[src/design/tbcc_pkg.sv]
`default_nettype none

package tbcc_pkg;

  // store sizes
  localparam int TEXT_DEPTH = 256;
  localparam int CLIP_DEPTH = 256;
  localparam int MAX_DEPTH  = (TEXT_DEPTH > CLIP_DEPTH) ? TEXT_DEPTH : CLIP_DEPTH;

  // field widths
  localparam int POS_W  = 9;
  localparam int BYTE_W = 8;
  localparam int STEP_W = $clog2(MAX_DEPTH + 1);
  localparam int CNT_W  = (STEP_W > POS_W) ? STEP_W : POS_W;

  typedef enum logic [2:0] {
    OP_LEFT   = 3'd0,
    OP_RIGHT  = 3'd1,
    OP_INSERT = 3'd2,
    OP_CUT    = 3'd3,
    OP_COPY   = 3'd4,
    OP_PASTE  = 3'd5,
    OP_READ   = 3'd6
  } op_e;

  typedef enum logic [1:0] {
    ST_OK    = 2'd0,
    ST_FULL  = 2'd1,
    ST_RANGE = 2'd2
  } status_e;

  // what a cell takes in the next cycle
  typedef enum logic [1:0] {
    CM_HOLD = 2'd0,
    CM_PUSH = 2'd1,
    CM_POP  = 2'd2
  } cell_mode_e;

  typedef enum logic [1:0] {
    S_IDLE = 2'd0,
    S_BUSY = 2'd1,
    S_OUT  = 2'd2
  } ctrl_state_e;

  typedef struct packed {
    logic [2:0]        operation;
    logic [BYTE_W-1:0] char_in;
    logic [POS_W-1:0]  count;
    logic [7:0]        read_index;
  } in_item_t;

  typedef struct packed {
    logic [POS_W-1:0]  cursor;
    logic [POS_W-1:0]  text_length;
    logic [POS_W-1:0]  clip_length;
    logic [BYTE_W-1:0] read_byte;
    logic [1:0]        status;
  } out_item_t;

endpackage

`default_nettype wire

[src/design/tbcc_cell.sv]
`default_nettype none

module tbcc_cell
  import tbcc_pkg::*;
(
  input  wire logic              clk_i,
  input  wire cell_mode_e        mode_i,
  input  wire logic [BYTE_W-1:0] prev_i,
  input  wire logic [BYTE_W-1:0] next_i,
  output logic      [BYTE_W-1:0] q_o
);

  logic [BYTE_W-1:0] data_q;

  // push takes from the head side, pop from the tail side
  always_ff @(posedge clk_i) begin
    unique case (mode_i)
      CM_PUSH: data_q <= prev_i;
      CM_POP:  data_q <= next_i;
      default: data_q <= data_q;
    endcase
  end

  assign q_o = data_q;

endmodule

`default_nettype wire

[config.mk]
export PLATFORM = sky130hd
export DESIGN_NAME = tbcc_cell
export DESIGN_NICKNAME = d
export VERILOG_FILES = /design/src/design/tbcc_pkg.sv /design/src/design/tbcc_cell.sv
export SDC_FILE = /design/constraint.sdc
export NUM_CORES = 1
export LEC_CHECK = 0
export BUFFER_PORTS_ARGS = -buffer_cell sky130_fd_sc_hd__buf_2
export CORE_AREA = 2 2 39 41
export DETAILED_ROUTE_END_ITERATION = 10
export DIE_AREA = 0 0 41 43
export GPL_ROUTABILITY_DRIVEN = 1
export HOLD_SLACK_MARGIN = 0.03
export PLACE_DENSITY = 0.65
export SYNTH_ARGS = -nofsm -noshare
export SYNTH_HDL_FRONTEND = slang
export SYNTH_SLANG_ARGS = --single-unit
[constraint.sdc]
create_clock -name clk_i -period 1.1 [get_ports clk_i]
set_input_delay 0.165 -clock clk_i [delete_from_list [all_inputs] [get_ports clk_i]]
set_output_delay 0.165 -clock clk_i [all_outputs]
set_load 0.02 [all_outputs]
# Word-level counts from Yosys, hierarchy flattened
# Cells that the tools add are included.
# W data, S select, Z words.
# classes
shift	0
n_reduce_logical	1
add_sub_neg	0
magnitude_cmp	0
n_mul	0
eq_ne	2
div	0
bitwise_logic	0
n_mux	1
# op_table
operator	count
$pmux W8 S2	1
$eq A2 B1 Y1 const B	1
$eq A2 B2 Y1 const B	1
$reduce_bool A2 Y1	1
# word_totals
n_memories	0
wordCells	5
romBits	0
reg_bits	8
ram_bits	0
in_bits	19
latch_bits	0
out_inout_bits	8

# Logic depth before layout (Yosys ltp)
# Gate-level depths: netlist (run 1).
# depth
word_depth	2
mapped_depth	4
ltp_nobuf	3

# Worst setup path after synthesis (run 1)
# Ideal clock, no wire load.
# synth_path
path_type	input-to-reg
from	in mode_i[0]
to	reg data_q[0] (netlist: q_o[0]) (data pin)
path_stages	4
n_path_buf	1
setup_time_ps	260
setup_slack_ps	40
arrival_time_ps	800
cell_sequence	inv_1 ha_1 buf_6 mux2_4
# synth_between
elab_chain_cells	2
# synth_lines
element	line_no	rtl
start, declared	tbcc_cell.sv:7	input wire cell_mode_e mode_i,
$eq A2 B2 Y1 / $eq A2 B1 Y1 (equally long branches)	tbcc_cell.sv:17	unique case (mode_i)
$pmux W8 S2 (*)	tbcc_cell.sv:17	
end signal, assigned	tbcc_cell.sv:18	CM_PUSH: data_q <= prev_i;
end signal, assigned	tbcc_cell.sv:19	CM_POP: data_q <= next_i;
end signal, assigned	tbcc_cell.sv:20	default: data_q <= data_q;
end, declared	tbcc_cell.sv:13	logic [BYTE_W-1:0] data_q;
# Mark *: on every way between the ends. The rest lies on a longest branch, timed or not.
# A chain may end at the register's enable or synchronous reset.

# Final worst setup path (run 1)
# layout_path
from	in mode_i[0]
to	reg data_q[4] (netlist: q_o[4]) (data pin)
# Same word-level chain as after synthesis.

==> metrics.md, run 1 <==
| Metric | Value |
|---|---|
| First-pass iteration count of the detailed router | `3` |
| Sw frac | `about a quarter` |
| Post-synthesis mux area share | `30.7%` |
| Worst hold-check path type | `in -> reg` |
| I/O Buffers | `26` |
| GRT Overall Usage | `between 8 and 9%` |
| CP Cell Sequence | `buf_2 > inv_1 > ha_2 > mux2_4` |
| Final instance area | `556 um^2` |
| Antenna violations before repair | `0` |
| Largest net degree at the start of global routing | `9` |
| Crit path DAT | `roughly 0.97 ns` |
| CTS HTree Levels | `1` |
| Worst Hold Launch | `prev_i[6]` |
| Worst-case vdd ir drop | `358 uV` |
| Min Tclk post-route | `about 0.97 ns` |
| Vias in the first global route | `240` |
| Root buf cell | `clkbuf_4` |
| Relative slew margins | `80.9%` |
| Leak | `0.271 nW` |
| Post-synthesis xor/xnor area fraction | `0%` |
| Io pins | `27` |
| TritonCTS clock tree | `yes` |
| Largest family of logic cells by synthesized area | `multiplexers` |
| Final Util | `40.1%` |
| RePlAce Congestion | `0.695` |
| Crit-path max FO | `8` |
| Complex-gate fraction of the synthesized area | `0%` |
| Syn. warnings | `0` |
| Drt initial violations | `2` |
| Synth Area in Adders | `3.19%` |
| Sequential element share of the synthesized area | `61.3%` |
| Post-DRT Antenna Nets | `0` |
| DP Area | `531 um^2` |
| Worst-Margin Slew | `about 0.29 ns` |
| Max Clock Freq | `1030 MHz` |
| Initial core utilization | `between 20% and 30%` |
| Die width | `41 um` |
| Fill count | `130` |
| Critical path class | `in -> reg` |
| WHS Endpoint | `q_o[6]` |
| GRT Residual Overflow | `0` |
| Internal Power | `0.000601 W` |
| DRC | `0` |
| Footprint of the multi-input gates | `roughly 140 um^2` |
| Synth Register Bits | `8` |
| RSZ-0062 raised after global routing | `no` |
| Mapped Cells | `20` |
| Tcrit/Tclk final | `88.5%` |
| Die H | `43 um` |
| Crit. Startpoint | `mode_i[0]` |
| Status | `finished clean` |
| Sequential cell area | `240 um^2` |
| Comb pwr share | `23.9%` |
| Clk slew on worst S/H paths | `approximately 0.05 ns` |
| Synth cell types | `5` |
| Drt wl/cell | `9.69 um` |
| Worst path slowest cell | `ha_2` |
| Synth Area in Simple Gates | `0%` |
| Vias | `~260` |
| Hold buffers post-CTS | `0` |
| Commonest cells after routing, fill and taps aside | `26 x buf_2, 8 x mux2_4, 8 x edfxtp_1` |
| Clk network pwr share | `26.1%` |
| Hold Crit Depth | `2` |
| Most common cell after layout, fill and taps aside | `buf_2` |
| Clock buffer depth | `2` |
| Core Rows | `14` |
| # Post-CTS Setup Buffers | `0` |
| DR vias/cell | `4.05` |
| Max cap viols | `0` |
| Synth-to-Final Area Change | `41.9%` |
| First-pass GRT wire length | `807 um` |
| Worst path required time | `~1.1 ns` |
| Final Net Count | `70` |
| Layout cells sized above 1 | `79.2%` |
| Final WS setup | `0.126 ns` |
| Pre-CTS setup slack | `-0.263 ns` |
| TritonCTS buffer count | `3` |
| Sw power | `~0.00019 W` |
| Startpoint Class | `input pin` |
| Mapped Nets | `40` |
| Max reg flops | `8` |
| Register share of total power | `50.0%` |
| Final hold slack | `0.220 ns` |
| Mean post-synth cell area | `between 15 and 20 um^2` |
| Synthesized area | `392 um^2` |
| Core area | `1380 um^2` |
| Critical Path Sink Type | `flip-flop` |
| Post-Route WL | `~620 um` |
| Antenna cells | `0` |
| Clock tree sinks | `8` |
| Final hold vios | `0` |
| Die ar. | `around 1800 um^2` |
| Slew Viols, Final | `0` |
| Power Density | `1430 nW/um^2` |
| CP Buf/Inv Count | `2` |
| Cell family with most CP delay | `adder cells` |
| Final count of negative-setup-slack endpoints | `0` |
| CP max stage delay | `about 0.33 ns` |
[what timing repair did]
action	CTS	global route
endpoints found under the setup margin	0	8
hold endpoints to repair	0	0
gates resized for setup	0	1
[through the flow]
step | power, W | setup TNS [ns] | std cells
after global routing | 0.000836 | 0 | 64
final | 0.000792 | 0 | 64
after detailed placement | 0.000592 | -2.15 | 61
after floorplan | 0.000523 | 0 | 20
after global placement | 0.000591 | -2.08 | 61
after CTS | 0.000805 | 0 | 64
[power by group through the flow]
stage | combinational, W | clock, W | sequential (W)
finish | 0.000189 | 0.000207 | 0.000396
CTS | 0.000191 | 0.000217 | 0.000397
global placement | 0.000190 | 0 | 0.000401
detailed placement | 0.000190 | 0 | 0.000402
floorplan | 0.0000595 | 0 | 0.000464
global route | 0.000203 | 0.000234 | 0.000399
[layout make-up]
| cell class | instances | area share [%] |
|---|---|---|
| sequential | 8 | 43.2 |
| timing repair buffer | 26 | 23.4 |
| clock buffer | 3 | 4.05 |
| multi-input combinational | 9 | 24.3 |
| tap | 16 | 3.60 |
| inverter | 2 | 1.35 |
[worst max-delay path by stage]
stage                        end  slack (ns)  cells past startpoint
after floorplan           q_o[0]        0.04                      4
after global placement    q_o[6]       -0.25                      4
after detailed placement  q_o[4]       -0.26                      4
after CTS                 q_o[4]       0.005                      4
after global routing      q_o[4]        0.12                      4
final                     q_o[4]        0.13                      4
[cells in the mapped netlist]
cell | count | area, um^2
inv_1 | 2 | 7.51
edfxtp_1 | 8 | 240
mux2_4 | 8 | 120
buf_6 | 1 | 11.3
ha_1 | 1 | 12.5
[metal layers]
metal | GRT usage [%] | wire length, um | share of wire, % | up-vias
li1 | - | - | - | 131
met1 | 4.71 | 201 | 32 | 118
met2 | 12.5 | 378 | 61 | 10
met3 | 3.14 | 41 | 6.6 | 0
met4 | 13.3 | 0 | 0 | 0
met5 | 0 | 0 | 0 | -
[logic make-up after synthesis]
group                    count (synthesis)
multiplexers                             8
flip-flops                               8
adder cells (fa/ha/maj)                  1
buffers and inverters                    3
Power figures use the tool's default switching activity.
==> run 2: changes to the inputs <==
Settings changed: BUFFER_PORTS_ARGS -buffer_cell sky130_fd_sc_hd__buf_2 to -buffer_cell sky130_fd_sc_hd__clkbuf_2.
==> run 2 against run 1 <==
Combinational power about the same. Setup slack improved by 0.019 ns. Non-clock buffer count unchanged. Hold slack got worse by 0.0032 ns. Fmax increased by 2.0%. Sequential share of layout area unchanged. Cell count unchanged. Die area unchanged. Utilization unchanged. Global-route usage increased by 0.91 points. Flip-flop and latch count unchanged. Clock-buffer cell count unchanged. Critical path type unchanged.
==> metrics.md, run 2 (synthesized netlist as in run 1, its figures left out) <==
| Metric | Value |
|---|---|
| Post-DRT Antenna Nets | `0 (unchanged)` |
| Tcrit/Tclk final | `86.8% (-1.8 points)` |
| Final instance area | `556 um^2 (unchanged)` |
| GRT Overall Usage | `9.05% (+0.91 points)` |
| Most common cell after layout, fill and taps aside | `clkbuf_2` |
| Leak | `0.277 nW (+2.1%)` |
| Critical Path Sink Type | `flip-flop` |
| Final Net Count | `70 (unchanged)` |
| RSZ-0062 raised after global routing | `no` |
| Slew Viols, Final | `0 (unchanged)` |
| Startpoint Class | `input pin` |
| Core Rows | `14 (unchanged)` |
| Worst-case vdd ir drop | `356 uV (-0.60%)` |
| Root buf cell | `clkbuf_4` |
| Die ar. | `1760 um^2 (unchanged)` |
| Pre-CTS setup slack | `-0.252 ns (+0.0106 ns)` |
| Synth-to-Final Area Change | `41.9% (unchanged)` |
| Hold Crit Depth | `2 (unchanged)` |
| Layout cells sized above 1 | `79.2% (unchanged)` |
| Vias | `265 (+2.3%)` |
| Crit-path max FO | `8 (unchanged)` |
| Final WS setup | `0.146 ns (+0.0194 ns)` |
| First-pass GRT wire length | `931 um (+15%)` |
| TritonCTS clock tree | `yes` |
| Relative slew margins | `80.8% (-0.091 points)` |
| Power Density | `1440 nW/um^2 (+0.85%)` |
| TritonCTS buffer count | `3 (unchanged)` |
| WHS Endpoint | `q_o[2]` |
| CP Buf/Inv Count | `2 (unchanged)` |
| Final hold vios | `0 (unchanged)` |
| Die H | `43 um (unchanged)` |
| Min Tclk post-route | `0.954 ns (-0.0194 ns)` |
| RePlAce Congestion | `0.693 (-0.40%)` |
| Max cap viols | `0 (unchanged)` |
| Clk slew on worst S/H paths | `0.05 ns (about the same)` |
| # Post-CTS Setup Buffers | `0 (unchanged)` |
| Clock buffer depth | `2 (unchanged)` |
| DP Area | `531 um^2 (unchanged)` |
| Cell family with most CP delay | `adder cells` |
| Die width | `41 um (unchanged)` |
| DR vias/cell | `4.14 (+2.3%)` |
| Initial core utilization | `28.3% (unchanged)` |
| CP Cell Sequence | `clkbuf_2 > inv_1 > ha_2 > mux2_4` |
| Commonest cells after routing, fill and taps aside | `26 x clkbuf_2, 8 x mux2_4, 8 x edfxtp_1` |
| Status | `finished clean` |
| Final Util | `40.1% (unchanged)` |
| Antenna violations before repair | `0 (unchanged)` |
| Max Clock Freq | `1050 MHz (+2.0%)` |
| Placed cells | `61 (unchanged)` |
| Max reg flops | `8 (unchanged)` |
| Worst hold-check path type | `in -> reg` |
| Drt initial violations | `1 (-1)` |
| DRC | `0 (unchanged)` |
| Worst-Margin Slew | `0.287 ns (+0.00137 ns)` |
| Clock tree sinks | `8 (unchanged)` |
| Vias in the first global route | `241 (+0.42%)` |
| Largest net degree at the start of global routing | `9 (unchanged)` |
| Post-layout total power | `0.000799 W (+0.85%)` |
| First-pass iteration count of the detailed router | `3 (unchanged)` |
| Core area | `1380 um^2 (unchanged)` |
| Crit path DAT | `0.95 ns (-0.02 ns)` |
| CTS HTree Levels | `1 (unchanged)` |
| Post-Route WL | `626 um (+0.97%)` |
| Post-Layout Cell Count | `64 (unchanged)` |
| Worst path slowest cell | `ha_2` |
| Io pins | `27 (unchanged)` |
| I/O Buffers | `26 (unchanged)` |
| Antenna cells | `0 (unchanged)` |
| Critical path class | `in -> reg` |
| CP max stage delay | `0.33 ns (about the same)` |
| Worst path required time | `1.10 ns (about the same)` |
| GRT Residual Overflow | `0 (unchanged)` |
| Drt wl/cell | `9.78 um (+0.97%)` |
| Final count of negative-setup-slack endpoints | `0 (unchanged)` |
| Worst Hold Launch | `next_i[2]` |
==> run 2: cell types whose count changed in the layout (fill, tap and decap cells not counted), sizes merged <==
cell | before | now
clkbuf | 3 | 29
buf | 26 | 0
==> run 2: repair_timing <==
item / CTS / global route
hold buffers: 0 / 0
gates resized for setup: 0 / 1
setup endpoints to repair: 0 / 8
==> run 2: through the flow <==
stage	hold WS, ns	setup TNS, ns
2_1_floorplan	0.382	0
3_3_place_gp	0.474	-1.96
3_5_place_dp	0.470	-2.14
4_1_cts	0.205	0
5_1_grt	0.207	0
6_report	0.217	0
==> run 2: per-layer routing <==
metal  up-vias  part of all wire [%]  wire length [um]  track usage, %
met5         -                     0                 0               0
met4         0                   5.0                31            12.0
met3         4                   5.6                35            3.14
met2        14                    56               349            12.2
met1       116                    34               210            8.72
li1        131                     -                 -               -
==> run 2: power breakdown <==
group          internal [W]  switching [W]
clock network      0.000124      0.0000884
registers          0.000389     0.00000950
logic             0.0000876       0.000101
total              0.000600       0.000199
==> run 2: how the worst max path moves through the flow <==
| stage | start | to | slack [ns] | cells past startpoint |
|---|---|---|---|---|
| detailed placement | mode_i[0] | q_o[4] | -0.25 | 4 |
| finish | mode_i[0] | q_o[4] | 0.15 | 4 |
| global route | q_o[3] | q_o[3] | 0.11 | 1 |
| global placement | mode_i[0] | q_o[6] | -0.23 | 4 |
| floorplan | mode_i[0] | q_o[0] | 0.04 | 4 |
| CTS | mode_i[0] | q_o[4] | 0.02 | 4 |
==> run 2: final cells by class <==
type,instances,area (um^2)
Multi-Input combinational cell,9,135
Clock buffer,3,22.5
Tap cell,16,20.0
Inverter,2,7.51
Fill cell,136,828
Sequential cell,8,240
Timing Repair Buffer,26,130
==> run 3: changes to the inputs <==
Settings changed: PLACE_DENSITY 0.65 to 0.62.
Clock period 1.1 ns to 1 ns, I/O delays scaled along.
==> run 3 against run 2 <==
Non-clock buffer count grew 1. Utilization grew 2.2 points. Global-route usage shrank 1.5 points. Hold slack lost 0.0091 ns. Cell count grew 1.6%. Combinational power grew 23%. Total power grew 12%. Wire length shrank 13%. Critical path depth shrank 3. First-iteration DRC count is the same. Via count shrank 2.3%. Clock-buffer cell count is the same. Highest routed layer unchanged.
==> metrics.md, run 3 (synthesized netlist as in run 1, its figures left out) <==
| Metric | Value |
|---|---|
| Fin Setup TNS | `0 ns (unchanged)` |
| Commonest cells after routing, fill and taps aside | `26 x clkbuf_2, 8 x mux2_4, 8 x edfxtp_1` |
| Tcrit/Tclk final | `90.4%` |
| Min Tclk post-route | `0.904 ns` |
| Core area | `1380 um^2 (unchanged)` |
| Post-DRT Antenna Nets | `0 (unchanged)` |
| # Post-CTS Setup Buffers | `0 (unchanged)` |
| Post-Layout Cell Count | `65 (+1.6%)` |
| GRT Overall Usage | `7.54% (-1.5 points)` |
| Layout cells sized above 1 | `81.6% (+2.5 points)` |
| Critical path class | `reg -> out` |
| Max reg flops | `8 (unchanged)` |
| Clock buffer depth | `2 (unchanged)` |
| DR vias/cell | `3.98 (-3.8%)` |
| Worst hold-check path type | `in -> reg` |
| I/O Buffers | `26 (unchanged)` |
| Antenna violations before repair | `0 (unchanged)` |
| Die H | `43 um (unchanged)` |
| First-pass iteration count of the detailed router | `4 (+1)` |
| Die width | `41 um (unchanged)` |
| Max Clock Freq | `1110 MHz` |
| Critical Path Sink Type | `output pin` |
| Crit path DAT | `0.75 ns (-0.20 ns)` |
| Final hold vios | `0 (unchanged)` |
| CP Cell Sequence | `clkbuf_2` |
| Hold buffers post-CTS | `0 (unchanged)` |
| Cell family with most CP delay | `flip-flops` |
| Drt initial violations | `1 (unchanged)` |
| Worst path slowest cell | `edfxtp_1` |
| Clock tree sinks | `8 (unchanged)` |
| Relative slew margins | `89.6% (+8.7 points)` |
| Most common cell after layout, fill and taps aside | `clkbuf_2` |
| First-pass GRT wire length | `814 um (-13%)` |
| Crit-path max FO | `1 (-7)` |
| RePlAce Congestion | `0.585 (-16%)` |
| Clk slew on worst S/H paths | `0.05 ns (about the same)` |
| GRT met3 Usage | `3.66% (+0.52 points)` |
| GR peak layer | `met4` |
| CP Buf/Inv Count | `1 (-1)` |
| Largest net degree at the start of global routing | `9 (unchanged)` |
| Worst-Margin Slew | `0.156 ns (-0.131 ns)` |
| Final Net Count | `71 (+1.4%)` |
| Die ar. | `1760 um^2 (unchanged)` |
| Initial core utilization | `28.3% (unchanged)` |
| Vias | `259 (-2.3%)` |
| TritonCTS clock tree | `yes` |
| Vias in the first global route | `215 (-11%)` |
| Root buf cell | `clkbuf_4` |
| CTS HTree Levels | `1 (unchanged)` |
| Drt wl/cell | `8.42 um (-14%)` |
| Worst path required time | `0.85 ns (-0.25 ns)` |
| CP max stage delay | `0.35 ns (+0.02 ns)` |
| Post-Route WL | `547 um (-13%)` |
| Startpoint Class | `flip-flop` |
| DRC | `0 (unchanged)` |
| RSZ-0062 raised after global routing | `no` |
| Core Rows | `14 (unchanged)` |
| Met1 usage | `8.45% (-0.28 points)` |
| Placed cells | `62 (+1.6%)` |
| Leak | `0.287 nW (+3.6%)` |
| Worst-case vdd ir drop | `519 uV (+46%)` |
| GRT Residual Overflow | `0 (unchanged)` |
| Status | `finished clean` |
| TritonCTS buffer count | `3 (unchanged)` |
| Synth-to-Final Area Change | `49.5%` |
| Max cap viols | `0 (unchanged)` |
| GR Util met2 | `8.13% (-4.1 points)` |
| Antenna cells | `0 (unchanged)` |
| Io pins | `27 (unchanged)` |
| Power Density | `1530 nW/um^2 (+6.2%)` |
| Slew Viols, Final | `0 (unchanged)` |
| Final count of negative-setup-slack endpoints | `0 (unchanged)` |
| # resized after CTS | `0 (unchanged)` |
## run 3: worst paths after layout
kind,start,cells after the start,end,slack [ns]
min,prev_i[4],2,q_o[4],0.21
max,q_o[7],1,q_o[7],0.1
## run 3: report_power, final
part	internal (W)	switching, W	total, W
logic	0.000115	0.000115	0.000231
clock network	0.000136	0.0000906	0.000227
registers	0.000427	0.00000984	0.000437
## run 3: area by class of cell
| type | count | area [um^2] |
|---|---|---|
| Multi-Input combinational cell | 9 | 145 |
| Fill cell | 135 | 798 |
| Sequential cell | 8 | 240 |
| Timing Repair Buffer | 27 | 150 |
| Tap cell | 16 | 20.0 |
| Clock buffer | 3 | 22.5 |
| Inverter | 2 | 7.51 |
## run 3: through the flow
step                util, %  worst slack [ns]  hold slack [ns]  power, W  instance area, um^2
CTS                    42.3            0.0856            0.205  0.000902                  586
detailed placement     40.7           -0.0751            0.456  0.000678                  563
finish                 42.3            0.0961            0.208  0.000895                  586
floorplan                 -           0.00980            0.367  0.000578                  404
global route           42.3            0.0578            0.204  0.000932                  586
global placement       40.7           -0.0688            0.456  0.000676                  563
## run 3: metal layers
layer | vias up | share of wire (%)
li1 | 132 | -
met1 | 106 | 38
met2 | 19 | 47
met3 | 2 | 13
met4 | 0 | 1.3
met5 | - | 0
